==> config.mk <==
export PLATFORM = sky130hd
export DESIGN_NAME = serial_line_editor
export DESIGN_NICKNAME = d
export VERILOG_FILES = /design/src/rtl/sle_pkg.sv /design/src/rtl/sle_ram.sv /design/src/rtl/serial_line_editor.sv
export SDC_FILE = /design/constraint.sdc
export NUM_CORES = 1
export LEC_CHECK = 0
export ABC_CLOCK_PERIOD_IN_PS = 4690
export BUFFER_PORTS_ARGS = -buffer_cell sky130_fd_sc_hd__buf_2
export CORE_MARGIN = 3
export CORE_UTILIZATION = 50
export CTS_BUF_LIST = sky130_fd_sc_hd__clkbuf_8
export CTS_CLUSTER_DIAMETER = 50
export DETAILED_ROUTE_END_ITERATION = 12
export HOLD_SLACK_MARGIN = 0.15
export PLACE_DENSITY = 0.77
export SLEW_MARGIN = 5
export SYNTH_ARGS = -nofsm -noshare
export SYNTH_HDL_FRONTEND = slang
export SYNTH_SLANG_ARGS = --single-unit
==> constraint.sdc <==
create_clock -name i_clk -period 4.69 [get_ports i_clk]
set_input_delay 0.938 -clock i_clk [delete_from_list [all_inputs] [get_ports i_clk]]
set_output_delay 0.938 -clock i_clk [all_outputs]
set_load 0.02 [all_outputs]
==> src/rtl/sle_pkg.sv <==
// ----------------------------------------------------------------------------
// Serial line editor package
// Shared constants, codes and types of the serial line editor.
// ----------------------------------------------------------------------------
package sle_pkg;

    localparam int unsigned DEF_LINE_DEPTH = 16;
    localparam int unsigned LIMIT_W        = 5;
    localparam int unsigned KIND_W         = 2;
    localparam logic [LIMIT_W-1:0] LIMIT_RESET = 5'd16;

    localparam logic [7:0] CH_ESC     = 8'h1B;
    localparam logic [7:0] CH_BRACKET = 8'h5B;
    localparam logic [7:0] CH_LEFT    = 8'h44;
    localparam logic [7:0] CH_RIGHT   = 8'h43;
    localparam logic [7:0] CH_BS      = 8'h08;
    localparam logic [7:0] CH_CR      = 8'h0D;
    localparam logic [7:0] CH_LF      = 8'h0A;
    localparam logic [7:0] CH_SP      = 8'h20;

    typedef enum logic [KIND_W-1:0] {
        K_BYTE    = 2'd0,
        K_READ    = 2'd1,
        K_RELEASE = 2'd2
    } t_kind;

    typedef enum logic [1:0] {
        ESC_NONE    = 2'd0,
        ESC_SEEN    = 2'd1,
        ESC_BRACKET = 2'd2
    } t_esc;

    typedef enum logic [3:0] {
        S_IDLE,
        S_CONST,
        S_RD,
        S_INS_RD,
        S_INS_WR,
        S_DBS,
        S_DEL_RD,
        S_DEL_WR,
        S_BS
    } t_state;

endpackage

==> src/rtl/sle_ram.sv <==
// ----------------------------------------------------------------------------
// Generic RAM
// One write port and one read port with a registered read.
// ----------------------------------------------------------------------------
module sle_ram #(
    parameter int unsigned WIDTH = 8,
    parameter int unsigned DEPTH = 17
) (
    input  logic                     i_clk,
    input  logic                     i_we,
    input  logic [$clog2(DEPTH)-1:0] i_waddr,
    input  logic [WIDTH-1:0]         i_wdata,
    input  logic                     i_re,
    input  logic [$clog2(DEPTH)-1:0] i_raddr,
    output logic [WIDTH-1:0]         o_rdata
);

    logic [WIDTH-1:0] r_mem [DEPTH];
    logic [WIDTH-1:0] r_rdata;

    always_ff @(posedge i_clk) begin
        if (i_we) begin
            r_mem[i_waddr] <= i_wdata;
        end
        if (i_re) begin
            r_rdata <= r_mem[i_raddr];
        end
    end

    assign o_rdata = r_rdata;

endmodule

==> src/rtl/serial_line_editor.sv <==
// ----------------------------------------------------------------------------
// Serial line editor
// Builds one terminal line in a store with an edit cursor and echoes edits.
// ----------------------------------------------------------------------------
// The input stream carries one transaction per received byte, stored-byte
// read or line release; tuser selects the kind. The output stream returns
// echo bytes, read responses and release acknowledges, with tlast on the
// final result of each input transaction and the line status in tdata.
// The line lives in a RAM of LINE_DEPTH+1 bytes with a registered read.
// A plain byte, backspace at the end, CR/LF, a cursor move, a read and a
// release give their results from S_CONST or S_RD, one result per cycle
// while the receiver takes them. Mid-line insert or delete walks the tail
// one entry at a time (read, then write and echo) and then echoes the
// backspaces. An input that gives no result leaves the input ready in the
// next cycle. The input is taken only while no input transaction is being
// worked on. When the receiver stalls, the output register holds its
// transaction and the sequencer waits. Reset clears the line count,
// cursor, escape state and done flag and sets the limit to 16; the store
// itself is not cleared. The user writes the limit register through
// i_cfg_we only while the block is idle; the block does not enforce it.
// ----------------------------------------------------------------------------
module serial_line_editor #(
    parameter int unsigned LINE_DEPTH = sle_pkg::DEF_LINE_DEPTH
) (
    input  logic                        i_clk,
    input  logic                        i_rst_n,
    input  logic                        i_s_tvalid,
    output logic                        o_s_tready,
    input  logic [15:0]                 i_s_tdata,  // rx_byte[7:0], read_index[11:8]
    input  logic [sle_pkg::KIND_W-1:0]  i_s_tuser,  // kind[1:0]
    output logic                        o_m_tvalid,
    input  logic                        i_m_tready,
    output logic [15:0]                 o_m_tdata,  // data[7:0], line_done[8], line_length[13:9]
    output logic                        o_m_tuser,  // is_read[0]
    output logic                        o_m_tlast,
    input  logic                        i_cfg_we,
    input  logic [sle_pkg::LIMIT_W-1:0] i_cfg_wdata
);

    import sle_pkg::*;

    localparam int unsigned CW = $clog2(LINE_DEPTH + 1);
    localparam logic [5:0]  DEPTH6 = 6'(LINE_DEPTH);

    t_state           r_state, n_state;
    logic [CW-1:0]    r_count, n_count;
    logic [CW-1:0]    r_cursor, n_cursor;
    t_esc             r_esc, n_esc;
    logic             r_done, n_done;
    logic [LIMIT_W-1:0] r_limit;

    logic [CW-1:0]    r_idx, n_idx;
    logic [CW-1:0]    r_end, n_end;
    logic [CW-1:0]    r_bsn, n_bsn;
    logic [7:0]       r_carry, n_carry;
    logic [7:0]       r_cb [3];
    logic [7:0]       n_cb [3];
    logic [1:0]       r_cn, n_cn;
    logic [1:0]       r_ci, n_ci;
    logic             r_isrd, n_isrd;
    logic             r_zero, n_zero;

    logic             r_out_valid;
    logic [7:0]       r_out_data;
    logic             r_out_rd;
    logic             r_out_last;
    logic             r_out_done;
    logic [4:0]       r_out_len;

    logic             ram_we, ram_re;
    logic [CW-1:0]    ram_waddr, ram_raddr;
    logic [7:0]       ram_wdata, ram_rdata;

    logic             emit, e_last, e_rd, ok, accept, ignore;
    logic [7:0]       e_data, b;
    logic [3:0]       ridx;
    logic [5:0]       lim6;

    sle_ram #(.WIDTH(8), .DEPTH(LINE_DEPTH + 1)) u_ram (
        .i_clk   (i_clk),
        .i_we    (ram_we),
        .i_waddr (ram_waddr),
        .i_wdata (ram_wdata),
        .i_re    (ram_re),
        .i_raddr (ram_raddr),
        .o_rdata (ram_rdata)
    );

    assign o_s_tready = (r_state == S_IDLE);
    assign accept     = i_s_tvalid && o_s_tready;
    assign ok         = !r_out_valid || i_m_tready;
    assign b          = i_s_tdata[7:0];
    assign ridx       = i_s_tdata[11:8];
    assign ignore     = r_done || (6'(r_count) >= DEPTH6);

    always_comb begin
        if (r_limit == '0) begin
            lim6 = 6'd1;
        end else if (6'(r_limit) > DEPTH6) begin
            lim6 = DEPTH6;
        end else begin
            lim6 = 6'(r_limit);
        end
    end

    always_comb begin
        n_state  = r_state;
        n_count  = r_count;
        n_cursor = r_cursor;
        n_esc    = r_esc;
        n_done   = r_done;
        n_idx    = r_idx;
        n_end    = r_end;
        n_bsn    = r_bsn;
        n_carry  = r_carry;
        n_cb     = r_cb;
        n_cn     = r_cn;
        n_ci     = r_ci;
        n_isrd   = r_isrd;
        n_zero   = r_zero;
        ram_we    = 1'b0;
        ram_waddr = r_idx;
        ram_wdata = r_carry;
        ram_re    = 1'b0;
        ram_raddr = r_idx;
        emit   = 1'b0;
        e_data = '0;
        e_last = 1'b0;
        e_rd   = 1'b0;
        case (r_state)
            S_IDLE: begin
                if (accept) begin
                    n_ci = 2'd0;
                    case (t_kind'(i_s_tuser))
                        K_BYTE: begin
                            if (!ignore) begin
                                if (r_esc == ESC_SEEN) begin
                                    n_esc = (b == CH_BRACKET) ? ESC_BRACKET : ESC_NONE;
                                end else if (r_esc == ESC_BRACKET) begin
                                    n_esc = ESC_NONE;
                                    if (b == CH_LEFT && r_cursor != '0) begin
                                        n_cursor = r_cursor - 1'b1;
                                        n_cb[0]  = CH_BS;
                                        n_cn     = 2'd1;
                                        n_state  = S_CONST;
                                    end else if (b == CH_RIGHT && r_cursor < r_count) begin
                                        ram_re    = 1'b1;
                                        ram_raddr = r_cursor;
                                        n_cursor  = r_cursor + 1'b1;
                                        n_isrd    = 1'b0;
                                        n_zero    = 1'b0;
                                        n_state   = S_RD;
                                    end
                                end else begin
                                    n_esc = ESC_NONE;
                                    if (b == CH_CR || b == CH_LF) begin
                                        n_cb[0]   = CH_CR;
                                        n_cb[1]   = CH_LF;
                                        n_cn      = 2'd2;
                                        ram_we    = 1'b1;
                                        ram_waddr = r_count;
                                        ram_wdata = CH_LF;
                                        n_done    = 1'b1;
                                        n_state   = S_CONST;
                                    end else if (b == CH_BS) begin
                                        if (r_cursor != '0) begin
                                            n_cursor = r_cursor - 1'b1;
                                            n_count  = r_count - 1'b1;
                                            if (r_cursor == r_count) begin
                                                n_cb[0] = CH_BS;
                                                n_cb[1] = CH_SP;
                                                n_cb[2] = CH_BS;
                                                n_cn    = 2'd3;
                                                n_state = S_CONST;
                                            end else begin
                                                n_idx   = r_cursor - 1'b1;
                                                n_end   = r_count;
                                                n_bsn   = r_count - r_cursor + 1'b1;
                                                n_state = S_DBS;
                                            end
                                        end
                                    end else if (b == CH_ESC) begin
                                        n_esc = ESC_SEEN;
                                    end else begin
                                        if (r_cursor < r_count) begin
                                            n_idx   = r_cursor;
                                            n_end   = r_count;
                                            n_carry = b;
                                            n_bsn   = r_count - r_cursor;
                                            n_state = S_INS_RD;
                                        end else begin
                                            ram_we    = 1'b1;
                                            ram_waddr = r_cursor;
                                            ram_wdata = b;
                                            n_cb[0]   = b;
                                            n_cn      = 2'd1;
                                            n_state   = S_CONST;
                                        end
                                        n_count  = r_count + 1'b1;
                                        n_cursor = r_cursor + 1'b1;
                                    end
                                end
                                if (6'(n_count) >= lim6) begin
                                    n_done = 1'b1;
                                end
                            end
                        end
                        K_READ: begin
                            ram_re    = 1'b1;
                            ram_raddr = CW'(ridx);
                            n_isrd    = 1'b1;
                            n_zero    = (6'(ridx) > DEPTH6);
                            n_state   = S_RD;
                        end
                        K_RELEASE: begin
                            if (r_done) begin
                                n_count  = '0;
                                n_cursor = '0;
                                n_esc    = ESC_NONE;
                                n_done   = 1'b0;
                            end
                            n_cb[0] = 8'h00;
                            n_cn    = 2'd1;
                            n_state = S_CONST;
                        end
                        default: begin
                        end
                    endcase
                end
            end
            S_CONST: begin
                if (ok) begin
                    emit   = 1'b1;
                    e_data = r_cb[r_ci];
                    e_last = (r_ci == r_cn - 2'd1);
                    n_ci   = r_ci + 2'd1;
                    if (e_last) begin
                        n_state = S_IDLE;
                    end
                end
            end
            S_RD: begin
                if (ok) begin
                    emit    = 1'b1;
                    e_data  = r_zero ? 8'h00 : ram_rdata;
                    e_rd    = r_isrd;
                    e_last  = 1'b1;
                    n_state = S_IDLE;
                end
            end
            S_INS_RD: begin
                ram_re    = 1'b1;
                ram_raddr = r_idx;
                n_state   = S_INS_WR;
            end
            S_INS_WR: begin
                if (ok) begin
                    ram_we  = 1'b1;
                    emit    = 1'b1;
                    e_data  = r_carry;
                    n_carry = ram_rdata;
                    n_idx   = r_idx + 1'b1;
                    if (r_idx == r_end) begin
                        n_state = S_BS;
                    end else if (r_idx + 1'b1 < r_end) begin
                        n_state = S_INS_RD;
                    end else begin
                        n_state = S_INS_WR;
                    end
                end
            end
            S_DBS: begin
                if (ok) begin
                    emit    = 1'b1;
                    e_data  = CH_BS;
                    n_state = S_DEL_RD;
                end
            end
            S_DEL_RD: begin
                if (r_idx + 1'b1 < r_end) begin
                    ram_re    = 1'b1;
                    ram_raddr = r_idx + 1'b1;
                end
                n_state = S_DEL_WR;
            end
            S_DEL_WR: begin
                if (ok) begin
                    ram_we    = 1'b1;
                    ram_wdata = (r_idx + 1'b1 < r_end) ? ram_rdata : CH_SP;
                    emit      = 1'b1;
                    e_data    = ram_wdata;
                    n_idx     = r_idx + 1'b1;
                    if (r_idx + 1'b1 == r_end) begin
                        n_state = S_BS;
                    end else begin
                        n_state = S_DEL_RD;
                    end
                end
            end
            S_BS: begin
                if (ok) begin
                    emit   = 1'b1;
                    e_data = CH_BS;
                    e_last = (r_bsn == CW'(1));
                    n_bsn  = r_bsn - 1'b1;
                    if (e_last) begin
                        n_state = S_IDLE;
                    end
                end
            end
            default: begin
                n_state = S_IDLE;
            end
        endcase
    end

    always_ff @(posedge i_clk) begin
        if (!i_rst_n) begin
            r_state     <= S_IDLE;
            r_count     <= '0;
            r_cursor    <= '0;
            r_esc       <= ESC_NONE;
            r_done      <= 1'b0;
            r_limit     <= LIMIT_RESET;
            r_out_valid <= 1'b0;
        end else begin
            r_state  <= n_state;
            r_count  <= n_count;
            r_cursor <= n_cursor;
            r_esc    <= n_esc;
            r_done   <= n_done;
            if (i_cfg_we) begin
                r_limit <= i_cfg_wdata;
            end
            if (emit) begin
                r_out_valid <= 1'b1;
            end else if (i_m_tready) begin
                r_out_valid <= 1'b0;
            end
        end
    end

    always_ff @(posedge i_clk) begin
        r_idx   <= n_idx;
        r_end   <= n_end;
        r_bsn   <= n_bsn;
        r_carry <= n_carry;
        r_cb    <= n_cb;
        r_cn    <= n_cn;
        r_ci    <= n_ci;
        r_isrd  <= n_isrd;
        r_zero  <= n_zero;
        if (emit) begin
            r_out_data <= e_data;
            r_out_rd   <= e_rd;
            r_out_last <= e_last;
            r_out_done <= r_done;
            r_out_len  <= 5'(r_count);
        end
    end

    assign o_m_tvalid = r_out_valid;
    assign o_m_tdata  = {2'b00, r_out_len, r_out_done, r_out_data};
    assign o_m_tuser  = r_out_rd;
    assign o_m_tlast  = r_out_last;

endmodule

==> out/qor.yml <==
detailed_routing:
  routed_wl_um: 27800
  via_per_inst: 5.98
  drtIter0Drc: 846
  drc_errors: 0
  ant_nets: 0
  drtPass1Iterations: 5
  wl_per_cell_um: 20.3
  vias: 8195
sta:
  period_needed_ns: 4.34
  max_slew_margin_pct: 33.1
  fin_crit_sh_pct: 92.6
  rsz0062_at_grt: "no"
  tightest_slew_ns: 1.00
  setup_tns_ns: 0
  setup_viol: 0
  slew_viol_final: 0
  hold_viol_final: 0
  fin_skew_ns: 0.0347
  max_freq_mhz: 230
global_route:
  antenna_found_initial: 0
  grt_usage_pct: 22.9
  grt_start_max_net_pins: 57
  grt_pass1_wl_um: 43600
  grt_overflow: 0
  grt_pass1_vias: 7944
critical_path:
  r2r-start: "r_idx[1]$_DFFE_PP_"
  cpLargestDelayFamily: "compound AO/OA/AOI/OAI gates"
  cp_slowest_cell: "edfxtp_1"
  critPathMaxFanout: 56
  r2r_end: "u_ram.o_rdata[0]$_DFFE_PP_"
  worstPathArrival_ns: 4.71
  cp_num_buf_inv: 2
  crit_path_start_kind: "register"
  slowest_delay_ns: 0.51
  r2r_slack_ns: 0.35
  crit_type: "register to register"
  cp_data_required_time_ns: 5.06
  critPathCaptureType: "register"
  worstPathCellList: "ha_1 -> nand3_1 -> xor2_1 -> inv_1 -> ha_1 -> and3_1 -> o21ai_0 -> and2_1 -> o21ai_0 -> a221oi_1 -> nand2_4 -> buf_12 -> mux2i_1 -> mux2_2 -> a22o_1 -> a211oi_2"
  r2r_cells: 16
final_layout:
  finalNonFillerCells: 1371
  nFillCells: 1760
  layout_commonest_cell: "edfxtp_1"
  drive_gt1_share_pct: 17.1
  nets: 1119
  fin_util_pct: 58.1
  diodes: 0
  final_cell_mix: "198 x edfxtp_1, 99 x nor2_1, 97 x mux2i_1, 88 x nand2_1, 56 x buf_4"
  syn_to_final_growth_pct: 12.9
min_path:
  hp-class: "register to register"
  min-delay-start: "r_limit[0]$_SDFFE_PN0P_"
  holdPathStages: 2
  holdPathEnd: "r_limit[0]$_SDFFE_PN0P_"
flow_run:
  cap_violations: 0
run_status:
  status: "finished clean"
floorplanning:
  dieArea_mm2: 0.0246
  core_mm2: 0.0221
  dieHeight_um: 157
  start_util_pct: 51.5
  die_x_um: 157
  boundaryPins: 48
  rows: 54
placement:
  portBuffers: 41
  gp_routability_congestion: 0.959
  dp.cells: 1304
  dp_hpwl_um: 19300
cts:
  htreeDepth: 2
  cts_root_buf: "clkbuf_8"
  clkLatencyLatePin_ns: 0.55
  clock_path_buffers: 3
  hold_buffers: 0
  tritoncts: "built"
  post_cts_buffers: 0
  clk_pin_slew_ns: 0.06
  clkSinkCount: 221
  post_cts_resized: 0
  numCtsBuffers: 38
logic_synthesis:
  seq_area_frac_synth_pct: 56.3
  synth.cell_area_mm2: 0.0114
  synth_seq_cells: 221
  ys.flop_type: "edfxtp_1"
  synthArstFlopShare_pct: 0
  synth-edff-count: 198
  synth-warning-count: 0
  synth_cell_types: 73
  syn_inst: 980
  syn_area_per_cell_um2: 11.6
pwr:
  power_leakage_nw: 4.89
  p_per_area_mw_per_mm2: 506
  peakVddDrop_uv: 321
[cell usage after synthesis, types with 4 or more instances]
cell | n | share of area (%)
edfxtp_1 | 198 | 52
nor2_1 | 99 | 3.3
mux2i_1 | 97 | 8.5
nand2_1 | 88 | 2.9
a21oi_1 | 45 | 2.0
o21ai_0 | 37 | 1.6
clkbuf_1 | 36 | 1.2
inv_1 | 32 | 1.1
ha_1 | 26 | 2.9
nor3_1 | 24 | 1.1
dfxtp_1 | 23 | 4.0
a22oi_1 | 22 | 1.5
nand3_1 | 21 | 0.92
mux2_2 | 19 | 1.9
xnor2_1 | 16 | 1.2
and2_1 | 12 | 0.66
xor2_1 | 11 | 0.85
a22o_1 | 10 | 0.77
and3_1 | 9 | 0.49
nand2b_1 | 9 | 0.49
a211oi_2 | 8 | 0.88
nor4_1 | 8 | 0.44
o21a_1 | 8 | 0.53
a211oi_1 | 7 | 0.46
a222oi_1 | 7 | 0.62
nand4_1 | 7 | 0.38
nor2b_1 | 7 | 0.38
or3_1 | 6 | 0.33
a31oi_1 | 5 | 0.27
buf_2 | 5 | 0.22
buf_4 | 5 | 0.33
a21o_1 | 4 | 0.26
buf_6 | 4 | 0.40
nor3b_1 | 4 | 0.26
o22ai_1 | 4 | 0.22
[flip-flops by register name, indices dropped and copies added, names as in the netlist, 8 cells and up]
name and count:
u_ram.r_mem 136, r_cb 10, r_carry 8, r_out_data 8, u_ram.o_rdata 8
[kinds of logic after synthesis]
| kind of cell | count (synthesis) | synth area share, % |
|---|---|---|
| buffers and inverters | 90 | 3.88 |
| muxes | 116 | 10.4 |
| DFF | 221 | 56.3 |
| AOI/OAI and AO/OA | 184 | 11.1 |
| and+or+nand+nor | 311 | 12.9 |
| xor gates and xnor gates | 27 | 2.08 |
| adders and majority gates | 30 | 3.30 |
| other | 1 | 0.0330 |
[per-stage QoR]
| stage | area (um^2) | power (mW) | hold WS, ns | worst slack (ns) |
|---|---|---|---|---|
| 2_1_floorplan | 11400 | 4.24 | 0.406 | 0.778 |
| 3_3_place_gp | 12100 | 4.81 | 0.492 | 0.435 |
| 3_5_place_dp | 12100 | 4.87 | 0.520 | 0.371 |
| 4_1_cts | 12800 | 6.52 | 0.534 | 0.404 |
| 5_1_grt | 12800 | 6.82 | 0.570 | 0.130 |
| 6_report | 12800 | 6.49 | 0.529 | 0.349 |
[report_power, final]
| group | internal [mW] | switching (mW) |
|---|---|---|
| Combinational | 0.807 | 1.35 |
| Clock | 0.895 | 0.752 |
| Sequential | 2.58 | 0.119 |
[worst reg2reg max path: cells and delay by family (launching register included)]
kind / cells / cell delay [ns]
xor gates and xnor gates: 1 / 0.14
muxes: 2 / 0.49
and+or+nand+nor: 4 / 0.71
adders and majority gates: 2 / 0.61
DFF: 1 / 0.51
buffers and inverters: 2 / 0.34
AOI/OAI and AO/OA: 5 / 1.34
[layer usage]
| layer | wire, um | track usage [%] | up-vias |
|---|---|---|---|
| li1 | - | - | 3828 |
| met1 | 12000 | 32.8 | 3881 |
| met2 | 12500 | 35.3 | 423 |
| met3 | 2580 | 3.87 | 63 |
| met4 | 692 | 8.17 | 0 |
| met5 | 0 | 0 | - |
[worst max-delay path by stage]
stage | from | end | cells after the start
3_5_place_dp | i_s_tdata[7] | u_ram.o_rdata[0]$_DFFE_PP_ | 11
4_1_cts | r_idx[1]$_DFFE_PP_ | u_ram.o_rdata[1]$_DFFE_PP_ | 16
2_1_floorplan | i_s_tuser[0] | u_ram.r_mem[0][0]$_DFFE_PP_ | 9
5_1_grt | r_idx[1]$_DFFE_PP_ | u_ram.o_rdata[0]$_DFFE_PP_ | 16
6_report | r_idx[1]$_DFFE_PP_ | u_ram.o_rdata[0]$_DFFE_PP_ | 16
3_3_place_gp | i_s_tdata[7] | u_ram.o_rdata[3]$_DFFE_PP_ | 11
[area by class of cell]
type	instances	area (um^2)	area share, %
Sequential cell	221	6410	49.9
Inverter	34	128	0.994
Multi-Input combinational cell	670	4570	35.6
Clock inverter	24	134	1.04
Timing Repair Buffer	99	666	5.18
Tap cell	280	350	2.73
Clock buffer	43	592	4.61
(Power assumes the default switching activity.)
